==> config.mk <==
export PLATFORM = sky130hd
export DESIGN_NAME = code128_symbol_encoder
export DESIGN_NICKNAME = d
export VERILOG_FILES = /design/src/rtl/core/c128e_pkg.sv /design/src/rtl/core/code128_symbol_encoder.sv
export SDC_FILE = /design/constraint.sdc
export NUM_CORES = 1
export LEC_CHECK = 0
export ABC_AREA = 1
export BUFFER_PORTS_ARGS = -buffer_cell sky130_fd_sc_hd__buf_2
export CORE_ASPECT_RATIO = 1.25
export CORE_MARGIN = 4
export CORE_UTILIZATION = 58
export DETAILED_ROUTE_END_ITERATION = 12
export PLACE_DENSITY = 0.74
export SLEW_MARGIN = 20
export SYNTH_ARGS = -nofsm -noshare
export SYNTH_HDL_FRONTEND = slang
export SYNTH_SLANG_ARGS = --single-unit
==> constraint.sdc <==
create_clock -name clk_i -period 6.9 [get_ports clk_i]
set_clock_uncertainty 0.1 [all_clocks]
set_input_delay 0.69 -clock clk_i [delete_from_list [all_inputs] [get_ports clk_i]]
set_output_delay 0.69 -clock clk_i [all_outputs]
set_load 0.05 [all_outputs]
==> src/rtl/core/c128e_pkg.sv <==
// shared types, constants and symbol pattern table for the code 128 symbol encoder
package c128e_pkg;

  localparam int unsigned SymBits = 7;    // reduced symbol value, check sum, weights
  localparam int unsigned SumBits = 10;   // weighted partial sum before folding
  localparam int unsigned MaxFold = 7;    // largest multiple of the modulus to remove

  localparam logic [SymBits-1:0] CheckMod  = 7'd103;
  localparam logic [7:0]         StopValue = 8'd106;

  localparam logic [3:0] PatternLenShort = 4'd11;
  localparam logic [3:0] PatternLenStop  = 4'd13;
  localparam logic [3:0] PatternLenNone  = 4'd0;

  localparam logic [12:0] StopPattern = 13'b1100011101011;

  typedef struct packed {
    logic [7:0] symbol_value;
    logic       first_of_sequence;
  } in_item_t;

  typedef struct packed {
    logic [12:0] module_pattern;
    logic [3:0]  pattern_length;
    logic        bad_value;
    logic [6:0]  running_check;
  } out_item_t;

  // 11-module patterns for values 0..105, first module in the msb
  function automatic logic [10:0] symbol_modules(input logic [6:0] value);
    logic [10:0] p;
    unique case (value)
      7'd0:   p = 11'b11011001100; 7'd1:   p = 11'b11001101100; 7'd2:   p = 11'b11001100110;
      7'd3:   p = 11'b10010011000; 7'd4:   p = 11'b10010001100; 7'd5:   p = 11'b10001001100;
      7'd6:   p = 11'b10011001000; 7'd7:   p = 11'b10011000100; 7'd8:   p = 11'b10001100100;
      7'd9:   p = 11'b11001001000; 7'd10:  p = 11'b11001000100; 7'd11:  p = 11'b11000100100;
      7'd12:  p = 11'b10110011100; 7'd13:  p = 11'b10011011100; 7'd14:  p = 11'b10011001110;
      7'd15:  p = 11'b10111001100; 7'd16:  p = 11'b10011101100; 7'd17:  p = 11'b10011100110;
      7'd18:  p = 11'b11001110010; 7'd19:  p = 11'b11001011100; 7'd20:  p = 11'b11001001110;
      7'd21:  p = 11'b11011100100; 7'd22:  p = 11'b11001110100; 7'd23:  p = 11'b11101101110;
      7'd24:  p = 11'b11101001100; 7'd25:  p = 11'b11100101100; 7'd26:  p = 11'b11100100110;
      7'd27:  p = 11'b11101100100; 7'd28:  p = 11'b11100110100; 7'd29:  p = 11'b11100110010;
      7'd30:  p = 11'b11011011000; 7'd31:  p = 11'b11011000110; 7'd32:  p = 11'b11000110110;
      7'd33:  p = 11'b10100011000; 7'd34:  p = 11'b10001011000; 7'd35:  p = 11'b10001000110;
      7'd36:  p = 11'b10110001000; 7'd37:  p = 11'b10001101000; 7'd38:  p = 11'b10001100010;
      7'd39:  p = 11'b11010001000; 7'd40:  p = 11'b11000101000; 7'd41:  p = 11'b11000100010;
      7'd42:  p = 11'b10110111000; 7'd43:  p = 11'b10110001110; 7'd44:  p = 11'b10001101110;
      7'd45:  p = 11'b10111011000; 7'd46:  p = 11'b10111000110; 7'd47:  p = 11'b10001110110;
      7'd48:  p = 11'b11101110110; 7'd49:  p = 11'b11010001110; 7'd50:  p = 11'b11000101110;
      7'd51:  p = 11'b11011101000; 7'd52:  p = 11'b11011100010; 7'd53:  p = 11'b11011101110;
      7'd54:  p = 11'b11101011000; 7'd55:  p = 11'b11101000110; 7'd56:  p = 11'b11100010110;
      7'd57:  p = 11'b11101101000; 7'd58:  p = 11'b11101100010; 7'd59:  p = 11'b11100011010;
      7'd60:  p = 11'b11101111010; 7'd61:  p = 11'b11001000010; 7'd62:  p = 11'b11110001010;
      7'd63:  p = 11'b10100110000; 7'd64:  p = 11'b10100001100; 7'd65:  p = 11'b10010110000;
      7'd66:  p = 11'b10010000110; 7'd67:  p = 11'b10000101100; 7'd68:  p = 11'b10000100110;
      7'd69:  p = 11'b10110010000; 7'd70:  p = 11'b10110000100; 7'd71:  p = 11'b10011010000;
      7'd72:  p = 11'b10011000010; 7'd73:  p = 11'b10000110100; 7'd74:  p = 11'b10000110010;
      7'd75:  p = 11'b11000010010; 7'd76:  p = 11'b11001010000; 7'd77:  p = 11'b11110111010;
      7'd78:  p = 11'b11000010100; 7'd79:  p = 11'b10001111010; 7'd80:  p = 11'b10100111100;
      7'd81:  p = 11'b10010111100; 7'd82:  p = 11'b10010011110; 7'd83:  p = 11'b10111100100;
      7'd84:  p = 11'b10011110100; 7'd85:  p = 11'b10011110010; 7'd86:  p = 11'b11110100100;
      7'd87:  p = 11'b11110010100; 7'd88:  p = 11'b11110010010; 7'd89:  p = 11'b11011011110;
      7'd90:  p = 11'b11011110110; 7'd91:  p = 11'b11110110110; 7'd92:  p = 11'b10101111000;
      7'd93:  p = 11'b10100011110; 7'd94:  p = 11'b10001011110; 7'd95:  p = 11'b10111101000;
      7'd96:  p = 11'b10111100010; 7'd97:  p = 11'b11110101000; 7'd98:  p = 11'b11110100010;
      7'd99:  p = 11'b10111011110; 7'd100: p = 11'b10111101110; 7'd101: p = 11'b11101011110;
      7'd102: p = 11'b11110101110; 7'd103: p = 11'b11010000100; 7'd104: p = 11'b11010010000;
      7'd105: p = 11'b11010011100;
      default: p = '0;
    endcase
    return p;
  endfunction

endpackage

==> src/rtl/core/code128_symbol_encoder.sv <==
// code 128 symbol encoder: module pattern lookup and running mod-103 check sum
//
// usage
//   input channel: in_valid_i / in_stall_o with one in_item_t per item (symbol
//   value and a first-of-sequence flag); an item is taken on a rising edge with
//   in_valid_i high and in_stall_o low
//   output channel: out_valid_o / out_stall_i with one out_item_t per item
//   (left-aligned module pattern, its length, a bad-value flag, check sum so far)
// timing
//   three register stages: input register, lookup/weight stage, result register;
//   an item is taken into the input register, then moves to the lookup/weight
//   stage and on to the result register, each move waiting while the next stage
//   holds an item that cannot move on; one item per cycle sustained while
//   out_stall_i is low; the check sum loop closes in the result stage
//   with one add and a fold by parallel compares against multiples of 103
// reset
//   clears all valid bits and marks no sequence open, so the first item after
//   reset starts a sequence whether or not its flag is set
// stall behavior
//   a stalled result holds in the result register while the two stages before
//   it keep filling; in_stall_o rises only once all three stages hold items
module code128_symbol_encoder (
  input  logic                  clk_i,
  input  logic                  rst_ni,
  input  logic                  in_valid_i,
  output logic                  in_stall_o,
  input  c128e_pkg::in_item_t   in_item_i,
  output logic                  out_valid_o,
  input  logic                  out_stall_i,
  output c128e_pkg::out_item_t  out_item_o
);

  localparam int unsigned SymBits = c128e_pkg::SymBits;
  localparam int unsigned SumBits = c128e_pkg::SumBits;

  // stage valid bits
  logic s1_valid_q, s1_valid_d;
  logic s2_valid_q, s2_valid_d;
  logic out_valid_q, out_valid_d;

  // stage payloads
  c128e_pkg::in_item_t   s1_item_q;
  logic [12:0]           s2_pattern_q;
  logic [3:0]            s2_len_q;
  logic                  s2_bad_q;
  logic                  s2_start_q;
  logic [SymBits-1:0]    s2_vmod_q;
  logic [SumBits-1:0]    s2_sum_q;
  c128e_pkg::out_item_t  out_q, out_d;

  // check sum state: open sequence flag, per-bit weights w*2^i mod 103, sum
  logic                  open_q;
  logic [SymBits-1:0]    wgt_q [SymBits];
  logic [SymBits-1:0]    wgt_d [SymBits];
  logic [SymBits-1:0]    cs_q, cs_d;

  // handshake
  logic move_out, move1, in_ready, accept;

  assign move_out   = s2_valid_q && (!out_valid_q || !out_stall_i);
  assign move1      = s1_valid_q && (!s2_valid_q || move_out);
  assign in_ready   = !s1_valid_q || move1;
  assign in_stall_o = !in_ready;
  assign accept     = in_valid_i && in_ready;

  always_comb begin
    s1_valid_d = s1_valid_q;
    if (accept) begin
      s1_valid_d = 1'b1;
    end else if (move1) begin
      s1_valid_d = 1'b0;
    end
    s2_valid_d = s2_valid_q;
    if (move1) begin
      s2_valid_d = 1'b1;
    end else if (move_out) begin
      s2_valid_d = 1'b0;
    end
    out_valid_d = out_valid_q;
    if (move_out) begin
      out_valid_d = 1'b1;
    end else if (!out_stall_i) begin
      out_valid_d = 1'b0;
    end
  end

  // stage 1: pattern lookup, value reduced mod 103, weighted partial sum
  logic [7:0]          s1_value;
  logic                s1_bad;
  logic                s1_stop;
  logic                s1_start;
  logic [SymBits-1:0]  s1_vmod;
  logic [SumBits-1:0]  s1_sum;
  logic [12:0]         s1_pattern;
  logic [3:0]          s1_len;

  assign s1_value = s1_item_q.symbol_value;
  assign s1_bad   = s1_value > c128e_pkg::StopValue;
  assign s1_stop  = s1_value == c128e_pkg::StopValue;
  assign s1_start = s1_item_q.first_of_sequence || !open_q;

  always_comb begin
    // value below 256 needs at most two subtractions of 103
    if (s1_value >= {c128e_pkg::CheckMod, 1'b0}) begin
      s1_vmod = SymBits'(s1_value - {c128e_pkg::CheckMod, 1'b0});
    end else if (s1_value >= {1'b0, c128e_pkg::CheckMod}) begin
      s1_vmod = SymBits'(s1_value - {1'b0, c128e_pkg::CheckMod});
    end else begin
      s1_vmod = s1_value[SymBits-1:0];
    end
  end

  always_comb begin
    if (s1_bad) begin
      s1_pattern = '0;
      s1_len     = c128e_pkg::PatternLenNone;
    end else if (s1_stop) begin
      s1_pattern = c128e_pkg::StopPattern;
      s1_len     = c128e_pkg::PatternLenStop;
    end else begin
      s1_pattern = {c128e_pkg::symbol_modules(s1_value[SymBits-1:0]), 2'b00};
      s1_len     = c128e_pkg::PatternLenShort;
    end
  end

  // weight * value as a sum of per-bit weights selected by the value bits
  always_comb begin
    s1_sum = '0;
    for (int i = 0; i < SymBits; i++) begin
      if (s1_vmod[i]) begin
        s1_sum = s1_sum + SumBits'(wgt_q[i]);
      end
    end
  end

  // next weights: restart at weight 1, otherwise step by 2^i mod 103
  always_comb begin
    logic [SymBits:0] step;
    for (int i = 0; i < SymBits; i++) begin
      step = {1'b0, wgt_q[i]} + ((SymBits+1)'(1) << i);
      if (s1_start) begin
        wgt_d[i] = SymBits'(1) << i;
      end else if (step >= {1'b0, c128e_pkg::CheckMod}) begin
        wgt_d[i] = SymBits'(step - {1'b0, c128e_pkg::CheckMod});
      end else begin
        wgt_d[i] = step[SymBits-1:0];
      end
    end
  end

  // result stage: close the check sum loop, fold by the largest fitting multiple
  logic [SumBits-1:0] fold_in, fold_out;

  assign fold_in = SumBits'(cs_q) + s2_sum_q;

  always_comb begin
    fold_out = fold_in;
    for (int j = 1; j <= c128e_pkg::MaxFold; j++) begin
      if (fold_in >= SumBits'(j * c128e_pkg::CheckMod)) begin
        fold_out = fold_in - SumBits'(j * c128e_pkg::CheckMod);
      end
    end
  end

  always_comb begin
    cs_d                   = s2_start_q ? s2_vmod_q : fold_out[SymBits-1:0];
    out_d.module_pattern   = s2_pattern_q;
    out_d.pattern_length   = s2_len_q;
    out_d.bad_value        = s2_bad_q;
    out_d.running_check    = s2_start_q ? '0 : fold_out[SymBits-1:0];
  end

  // control registers
  always_ff @(posedge clk_i or negedge rst_ni) begin
    if (!rst_ni) begin
      s1_valid_q  <= 1'b0;
      s2_valid_q  <= 1'b0;
      out_valid_q <= 1'b0;
      open_q      <= 1'b0;
      cs_q        <= '0;
      for (int i = 0; i < SymBits; i++) begin
        wgt_q[i] <= '0;
      end
    end else begin
      s1_valid_q  <= s1_valid_d;
      s2_valid_q  <= s2_valid_d;
      out_valid_q <= out_valid_d;
      if (move1) begin
        open_q <= 1'b1;
        wgt_q  <= wgt_d;
      end
      if (move_out) begin
        cs_q <= cs_d;
      end
    end
  end

  // payload registers
  always_ff @(posedge clk_i) begin
    if (accept) begin
      s1_item_q <= in_item_i;
    end
    if (move1) begin
      s2_pattern_q <= s1_pattern;
      s2_len_q     <= s1_len;
      s2_bad_q     <= s1_bad;
      s2_start_q   <= s1_start;
      s2_vmod_q    <= s1_vmod;
      s2_sum_q     <= s1_sum;
    end
    if (move_out) begin
      out_q <= out_d;
    end
  end

  assign out_valid_o = out_valid_q;
  assign out_item_o  = out_q;

  // reported check sum always lies inside the modulus
  a_check_range: assert property (@(posedge clk_i) disable iff (!rst_ni)
    out_valid_q |-> out_q.running_check < c128e_pkg::CheckMod)
    else $error("running check out of range");

  // an out-of-range symbol gives an empty pattern
  a_bad_empty: assert property (@(posedge clk_i) disable iff (!rst_ni)
    (out_valid_q && out_q.bad_value) |->
      (out_q.pattern_length == c128e_pkg::PatternLenNone && out_q.module_pattern == '0))
    else $error("bad value with nonempty pattern");

  // the item that opens a sequence reports a zero check sum
  a_start_zero: assert property (@(posedge clk_i) disable iff (!rst_ni)
    (move_out && s2_start_q) |=> out_q.running_check == '0)
    else $error("sequence start reported nonzero check");

  // an empty input stage never stalls the sender
  a_no_idle_stall: assert property (@(posedge clk_i) disable iff (!rst_ni)
    !s1_valid_q |-> !in_stall_o)
    else $error("stall with empty input stage");

  // the base weight stays reduced mod 103
  a_weight_range: assert property (@(posedge clk_i) disable iff (!rst_ni)
    wgt_q[0] < c128e_pkg::CheckMod)
    else $error("weight out of range");

endmodule

Word level (Yosys, flattened, before mapping)
Memories as Yosys holds them, arrays and structs flattened. A register that Yosys moved wholly into a read port is not among the register bits.
Index checks and enable logic that the tools add are counted.

word-level totals
  output and inout port bits = 27
  register bits = 130
  word-level logic and storage cells = 131
  memories = 1
  bits in read-only memories = 1280
  input port bits = 13

operators by class
  equality and inequality tests = 2
  magnitude comparators = 17
  multiplexer cells = 40
  reductions and logical operators = 16
  add/sub/neg operators = 30

memory list
  memory            depth  width  read ports  clocked after memory_dff  write ports  RTL line         source
  (name not given)  128    10     1           1                         0            c128e_pkg.sv:32  unique case (value)

operators with widths
  operator                                                        number
  two-way mux 7 bit                                               26
  subtractor 7 bit (second input constant)                        13
  >= comparator 8 x 7 -> 1 bit (second input constant)            8
  adder 10 x 7 -> 10 bit                                          6
  two-way mux 10 bit                                              6
  >= comparator 10 bit (second input constant)                    3
  >= comparator 10 x 9 -> 1 bit (second input constant)           2
  two-way mux 13 bit                                              1
  adder 7 x 10 -> 10 bit                                          1
  >= comparator 10 x 7 -> 1 bit (second input constant)           1
  >= comparator 10 x 8 -> 1 bit (second input constant)           1
  adder 7 x 1 -> 8 bit (second input constant)                    1
  adder 7 x 2 -> 8 bit (second input constant)                    1
  adder 7 x 3 -> 8 bit (second input constant)                    1
  adder 7 x 4 -> 8 bit (second input constant)                    1
  adder 7 x 5 -> 8 bit (second input constant)                    1
  adder 7 x 6 -> 8 bit (second input constant)                    1
  adder 7 x 7 -> 8 bit (second input constant)                    1
  == test 8 x 7 -> 1 bit (second input constant)                  1
  >= comparator 8 bit (second input constant)                     1
  greater-than comparator 8 x 7 -> 1 bit (second input constant)  1
  subtractor 7 x 2 -> 7 bit (second input constant)               1
  subtractor 7 x 5 -> 7 bit (second input constant)               1
  subtractor 7 x 6 -> 7 bit (second input constant)               1
  other kinds (8)                                                 24

Longest topological paths before layout
Gate-level depths: netlist of run 1.

  depth in word-level cells = 16
  depth in mapped cells = 52
  mapped depth without buffers = 51

Worst setup path after synthesis of run 1
No wires, ideal clock.

  path kind = reg-to-reg
  start point = register s1_item_q (netlist bit s1_value[1])
  end point = register s2_sum_q[9], data pin
  path slack = -0.576 ns
  cell stages (with the launch flop) = 51
  data required time = 6.546 ns
  path buffers = 1
  clock period less this slack = 7.476 ns
  data arrival time = 7.122 ns
  path through = edfxtp_1 -> ha_1 -> nand2_1 -> inv_1 -> a21oi_2 -> nor2_4 -> inv_2 -> nand3_1 -> nand2_2 -> buf_2 -> nor2_1 -> ha_1 -> fa_1 -> xor2_1 -> or2_1 -> nand2_1 -> inv_1 -> ha_1 -> [15 not listed] -> ha_1 -> inv_1 -> xor2_1 -> inv_1 -> o21ai_0 -> inv_1 -> ha_1 -> inv_1 -> nor2_1 -> nor2_1 -> inv_1 -> nand2_1 -> nand2_1 -> a21oi_1 -> nor2_1 -> nand3_2 -> o21ai_1 -> nand2_1

between the ends
  word-level cells in the longest chain between the ends = 16

RTL lines
  what                          RTL line                       source
  start: declaration            code128_symbol_encoder.sv:42   c128e_pkg::in_item_t s1_item_q;
  start signal: assignment      code128_symbol_encoder.sv:201  s1_item_q <= in_item_i;
  >= comparator 8 x 7 -> 1 bit  code128_symbol_encoder.sv:106  end else if (s1_value >= {1'b0, c128e_pkg::CheckMod}) begin
  two-way mux 7 bit             code128_symbol_encoder.sv:106
  two-way mux 7 bit *           code128_symbol_encoder.sv:104  if (s1_value >= {c128e_pkg::CheckMod, 1'b0}) begin
  two-way mux 7 bit             code128_symbol_encoder.sv:130  if (s1_vmod[i]) begin
  adder 10 x 7 -> 10 bit        code128_symbol_encoder.sv:131  s1_sum = s1_sum + SumBits'(wgt_q[i]);
  two-way mux 10 bit            code128_symbol_encoder.sv:130
  adder 10 x 7 -> 10 bit        code128_symbol_encoder.sv:131
  two-way mux 10 bit            code128_symbol_encoder.sv:130
  adder 10 x 7 -> 10 bit        code128_symbol_encoder.sv:131
  two-way mux 10 bit            code128_symbol_encoder.sv:130
  adder 10 x 7 -> 10 bit        code128_symbol_encoder.sv:131
  two-way mux 10 bit            code128_symbol_encoder.sv:130
  adder 10 x 7 -> 10 bit        code128_symbol_encoder.sv:131
  two-way mux 10 bit            code128_symbol_encoder.sv:130
  adder 10 x 7 -> 10 bit        code128_symbol_encoder.sv:131
  two-way mux 10 bit *          code128_symbol_encoder.sv:130
  net s1_sum[9]                 code128_symbol_encoder.sv:93   logic [SumBits-1:0] s1_sum;
  end signal: assignment        code128_symbol_encoder.sv:209  s2_sum_q <= s1_sum;
  end: declaration              code128_symbol_encoder.sv:48   logic [SumBits-1:0] s2_sum_q;

The timed path passes the listed nets; every way through them passes the cells marked *.
A chain may end at the register's enable or synchronous reset.

Worst setup path in the final report of run 1
  start point = register s1_item_q (netlist bit s1_value[1])
  end point = register s2_sum_q[8], data pin

The elaborated chain is that of the path after synthesis.

==> results of run 1 <==
## cell usage in the layout, fill, tap and decap left out, types with 22 or more instances in the layout
master      n
nand2_1   376
inv_1     191
buf_4     147
nor2_1    134
nand3_1   123
o21ai_0   114
a21oi_1    84
ha_1       76
edfxtp_1   62
dfrtp_1    60
xor2_1     41
buf_2      38
nand2_2    37
inv_2      25
o21ai_1    22
ha_4       22
## what timing repair did
action,CTS,global route
endpoints found under the hold margin,0,0
pin swaps,51,44
setup buffers,75,9
resized for setup,58,52
hold buffers,0,0
setup endpoints to repair,5,11
## cell families (layout without fill, tap and decap cells)
| family | count (synthesis) | count (layout) | synth area share |
|---|---|---|---|
| xor gates and xnor gates | 56 | 56 | 0.0417 |
| other | 1 | 3 | 0.000319 |
| buffers and inverters | 261 | 441 | 0.0888 |
| AOI/OAI and AO/OA | 343 | 343 | 0.168 |
| DFF | 132 | 132 | 0.303 |
| adders and majority gates | 107 | 107 | 0.118 |
| and+or+nand+nor | 759 | 759 | 0.280 |
## metal layers
metal	up-vias	share of wire	global-route usage
met2	549	0.50	0.549
met1	5747	0.39	0.369
met5	-	0	0
li1	5860	-	-
met4	0	0.057	0.164
met3	158	0.055	0.0427
## how the worst max path moves through the flow
stage	startpoint	endpoint	slack, ps	depth (start not counted)
2_1_floorplan	s1_value[1]	s2_sum_q[9]	-6	49
3_3_place_gp	s1_value[1]	s2_sum_q[9]	-50	48
3_5_place_dp	s1_value[1]	s2_sum_q[9]	-270	47
4_1_cts	s1_value[1]	s2_sum_q[9]	-10	46
5_1_grt	s1_value[2]	s2_sum_q[7]	-810	47
6_report	s1_value[1]	s2_sum_q[8]	-440	47
## where the power goes
part,switching [mW],leakage (nW),internal [mW]
sequential,0.188,1.46,1.06
combinational,3.35,5.24,2.15
clock,0.360,0.275,0.535
## registers in the layout, summed over array words and instances (netlist names), named ones only
| register | count |
|---|---|
| open_q | 1 |
| s1_item_q | 1 |
| s2_pattern_q | 11 |
| s2_len_q | 2 |
| s1_value | 8 |
| s2_start_q | 1 |
| wgt_q | 49 |
| s2_valid_q | 1 |
| s2_bad_q | 1 |
| out_valid_o | 1 |
| out_item_o | 21 |
| cs_q | 7 |
| s1_valid_q | 1 |
| s2_sum_q | 10 |
| s2_vmod_q | 7 |
## area by class of cell
class	count	area share
clock inverter	14	0.0106
inverter	221	0.0579
multi-input combinational	1266	0.539
antenna	2	0.000346
clock buffer	18	0.0297
tap	270	0.0234
sequential	132	0.246
timing repair buffer	188	0.0924
## worst max-delay path, delay by kind of cell, from the launching register on
family / cells / cell delay, ps
adder cells (fa/ha/maj): 7 / 1950
XOR/XNOR: 4 / 650
flip-flops: 1 / 420
buffers and inverters: 8 / 620
AND/OR/NAND/NOR: 20 / 2200
AO/OA/AOI/OAI: 8 / 1100
==> flow_summary.json, run 1 <==
{
  "status": "finished with violations",
  "violations": "setup timing",
  "ys_top_cells_by_area": "edfxtp_1 16%, dfrtp_1 13%, nand2_1 13%",
  "async_reset_ff_frac": 0.455,
  "grt_pass1_vias": 11900,
  "final_area_um2": 14500,
  "path_class": "flip-flop to flip-flop",
  "netlist_top_cells_count": "398 x nand2_1, 202 x inv_1, 141 x nor2_1",
  "post_synth.cell_area_avg_um2": 7.09,
  "critPathSlowestCell": "edfxtp_1",
  "min_path_cells": 0,
  "power.density_nw_per_um2": 528,
  "drive_gt1_frac": 0.218,
  "grt.total_usage": 0.313,
  "rows": 58,
  "cts_tree": "built",
  "synth_ff_type": "edfxtp_1",
  "ys_ff_latch": 132,
  "start_util": 0.588,
  "synth.most_common_cell": "nand2_1",
  "drv_cap": 0,
  "fin_crit_sh": 1.06,
  "holdWs_ps": 319,
  "yosysWarnings": 0,
  "viasPerCell": 5.83,
  "fin_ws_ps": -442,
  "vdd_drop_max_v": 0.000331,
  "drc_errors": 0,
  "htreeDepth": 4,
  "dr.pass1.iters": 6,
  "synth_cells": 1659,
  "crit_arrival_ps": 7410,
  "num-fill-cells": 1537,
  "vias": 12300,
  "hold-path-endpoint": "out_item_o[10]",
  "antenna_found_initial": 2,
  "path_common_cell": "ha_4",
  "synth-edff-count": 62,
  "ant_nets": 0,
  "hold_path.class": "flip-flop to flip-flop",
  "fin_nets": 1946,
  "grt_pass1_wl_mm": 57.5,
  "slew_headroom": 0.378,
  "synthDistinctLibCells": 60,
  "tightest_slew_ps": 927,
  "fmax_mhz": 136,
  "multi_input_area_um2": 7800,
  "cts_buffers": 17,
  "dpl_cell_area_um2": 12700,
  "min_from": "s2_pattern_q[1]",
  "die_w_um": 135,
  "core_area_um2": 20000,
  "fin_tns_setup_ps": -2440,
  "synth_seq_area_share": 0.303,
  "syn_area_um2": 11800,
  "area_growth_pct": 22.9,
  "dp.cells": 1993,
  "post-dp-hpwl_mm": 24.2,
  "cts.sinks": 132,
  "cts_root_buf": "clkbuf_16",
  "rsz0062_at_grt": "true",
  "die_area_um2": 22700,
  "p_leak_nw": 6.98,
  "power_mw": 7.64,
  "r2r_end": "s2_sum_q[8]",
  "fin_crit_ps": 7340,
  "crit_path_start_kind": "flip-flop",
  "wl_mm": 36.9,
  "port-buffer-count": 38,
  "synth_top_area_share": 0.158,
  "preCtsSetupSlack_ps": -271,
  "yosys.area.top_type": "edfxtp_1",
  "avgRoutedWirePerCell_um": 17.5,
  "grt_max_degree": 61,
  "fp.dieH_um": 167,
  "critPathMaxStageDelay_ps": 420,
  "finalSetupViolations": 10,
  "gp_congestion": 0.973,
  "hold_viol_final": 0,
  "drv_slew": 0,
  "clk_pin_slew_worst_paths_ps": 60,
  "first_iter_violations": 1288,
  "required_ps": 6970,
  "reg2reg_from": "s1_value[1]",
  "grt_overflow": 0,
  "rrSetupSlack_ps": -440,
  "worstRegToRegCells": 47,
  "insertion_delay_ps": 420,
  "io_pins": 40,
  "end_kind": "flip-flop",
  "syn_nets": 1779,
  "cp_max_fo": 4,
  "cts.path.max_buffers": 2,
  "regArea_um2": 3560,
  "fin_util": 0.722,
  "fin_cells": 2111
}
No activity file was read; power rests on OpenSTA's default activity.
==> run 2: changes to the inputs <==
--- a/config.mk
+++ b/config.mk
@@ -12,6 +12,7 @@
 export CORE_UTILIZATION = 58
 export DETAILED_ROUTE_END_ITERATION = 12
 export PLACE_DENSITY = 0.74
+export RECOVER_POWER = 25
 export SLEW_MARGIN = 20
 export SYNTH_ARGS = -nofsm -noshare
 export SYNTH_HDL_FRONTEND = slang
==> flow_summary.json, run 2 (same netlist as run 1, synthesis figures left out) <==
{
  "ant_nets": 0,
  "die_w_um": 135,
  "die_area_um2": 22700,
  "status": "finished with violations",
  "grtUsageMet3": 0.0427,
  "drive_gt1_frac": 0.215,
  "hold_viol_final": 0,
  "fin_crit_ps": 7360,
  "reg2reg_from": "s1_value[1]",
  "power.density_nw_per_um2": 529,
  "largest_reg_flops": 49,
  "start_util": 0.588,
  "core_area_um2": 20000,
  "largest-register": "wgt_q",
  "cp_max_fo": 4,
  "fin_ws_ps": -461,
  "min_from": "s2_pattern_q[6]",
  "antenna_found_initial": 2,
  "r2r_end": "s2_sum_q[8]",
  "area_growth_pct": 22.8,
  "rrSetupSlack_ps": -460,
  "worstRegToRegCells": 47,
  "grtUsageMet1": 0.369,
  "grt_max_degree": 61,
  "viasPerCell": 5.83,
  "fin_crit_sh": 1.07,
  "cts_tree": "built",
  "cts.sinks": 132,
  "critPathMaxStageDelay_ps": 420,
  "hold_path.class": "flip-flop to flip-flop",
  "layout_common_cells": "376 x nand2_1, 191 x inv_1, 146 x buf_4",
  "met2_usage": 0.549,
  "critPathSlowestCell": "edfxtp_1",
  "clk_pin_slew_worst_paths_ps": 60,
  "fin_cells": 2111,
  "end_kind": "flip-flop",
  "crit_path_start_kind": "flip-flop",
  "rows": 58,
  "grt_busiest_layer": "met2",
  "fin_tns_setup_ps": -2460,
  "dpl_cell_area_um2": 12700,
  "required_ps": 6970,
  "io_pins": 40,
  "drc_errors": 0,
  "grt_overflow": 0,
  "dr.pass1.iters": 6,
  "drv_cap": 1,
  "violations": "capacitance limit, slew limit, setup timing",
  "vdd_drop_max_v": 0.000331,
  "final_area_um2": 14500,
  "fp.dieH_um": 167,
  "min_path_cells": 0,
  "wl_mm": 36.9,
  "insertion_delay_ps": 420,
  "gp_congestion": 0.973,
  "p_leak_nw": 6.96,
  "cts_buffers": 17,
  "vias": 12300,
  "post-dp-hpwl_mm": 24.2,
  "fmax_mhz": 136,
  "drv_slew": 61,
  "port-buffer-count": 38,
  "first_iter_violations": 1289,
  "path_class": "flip-flop to flip-flop",
  "tightest_slew_ps": 3580,
  "rsz0062_at_grt": "true",
  "dp.cells": 1993,
  "grt_pass1_vias": 11900,
  "crit_arrival_ps": 7430,
  "cts_root_buf": "clkbuf_16",
  "finalSetupViolations": 10,
  "fin_nets": 1946,
  "grt.total_usage": 0.313,
  "hold-path-endpoint": "out_item_o[18]",
  "final_common_cell": "nand2_1",
  "path_common_cell": "ha_4",
  "slew_headroom": -1.39,
  "avgRoutedWirePerCell_um": 17.5,
  "grt_pass1_wl_mm": 57.5,
  "htreeDepth": 4,
  "cts.path.max_buffers": 2
}
[run 2: worst max-delay path by stage]
stage / startpoint / to / slack, ps
2_1_floorplan: s1_value[1] / s2_sum_q[9] / -6
3_3_place_gp: s1_value[1] / s2_sum_q[9] / -50
3_5_place_dp: s1_value[1] / s2_sum_q[9] / -270
4_1_cts: s1_value[1] / s2_sum_q[9] / -10
5_1_grt: s1_value[2] / s2_sum_q[7] / -810
6_report: s1_value[1] / s2_sum_q[8] / -460
[run 2: critical path: cells and delay by family (launching register included)]
| family | cells | cell delay, ps |
|---|---|---|
| AO/OA/AOI/OAI | 8 | 1110 |
| XOR/XNOR | 4 | 670 |
| adder cells (fa/ha/maj) | 7 | 1950 |
| buffers and inverters | 8 | 620 |
| flip-flops | 1 | 420 |
| AND/OR/NAND/NOR | 20 | 2210 |
[run 2: stage by stage]
step                      hold WS (ps)  setup WS (ps)  utilization  total power, mW
after floorplan                    294          -5.91            -             4.73
after global placement             301          -46.6        0.635             5.67
after detailed placement           305           -271        0.635             5.77
after CTS                          317          -9.91        0.706             7.15
after global routing               323           -809        0.722             8.31
final                              320           -461        0.722             7.64
[run 2: layer usage]
metal,routed length (µm),up-vias,share of wire
met2,18500,543,0.50
met4,2070,0,0.056
li1,-,5860,-
met5,0,-,0
met3,2040,150,0.055
met1,14300,5751,0.39
[run 2: layout make-up]
cell class              instances  area [µm²]
repair buffers                188        1330
fillers                      1539        5570
inverters                     221         837
diodes                          2        5.00
multi-input cells            1266        7800
clock inverters                14         153
clock buffers                  18         429
well taps                     270         338
flip-flops and latches        132        3560
[run 2: repair_timing]
action,CTS,global route
setup endpoints to repair,5,11
cloned,0,0
gates resized for setup,58,52
setup buffers,75,9
hold buffers,0,0
pin swaps,51,44
[run 2: report_power, final]
group / switching (mW) / leakage (nW) / internal, mW
Sequential: 0.188 / 1.46 / 1.06
Clock: 0.360 / 0.275 / 0.535
Combinational: 3.35 / 5.23 / 2.15
Total: 3.89 / 6.96 / 3.75
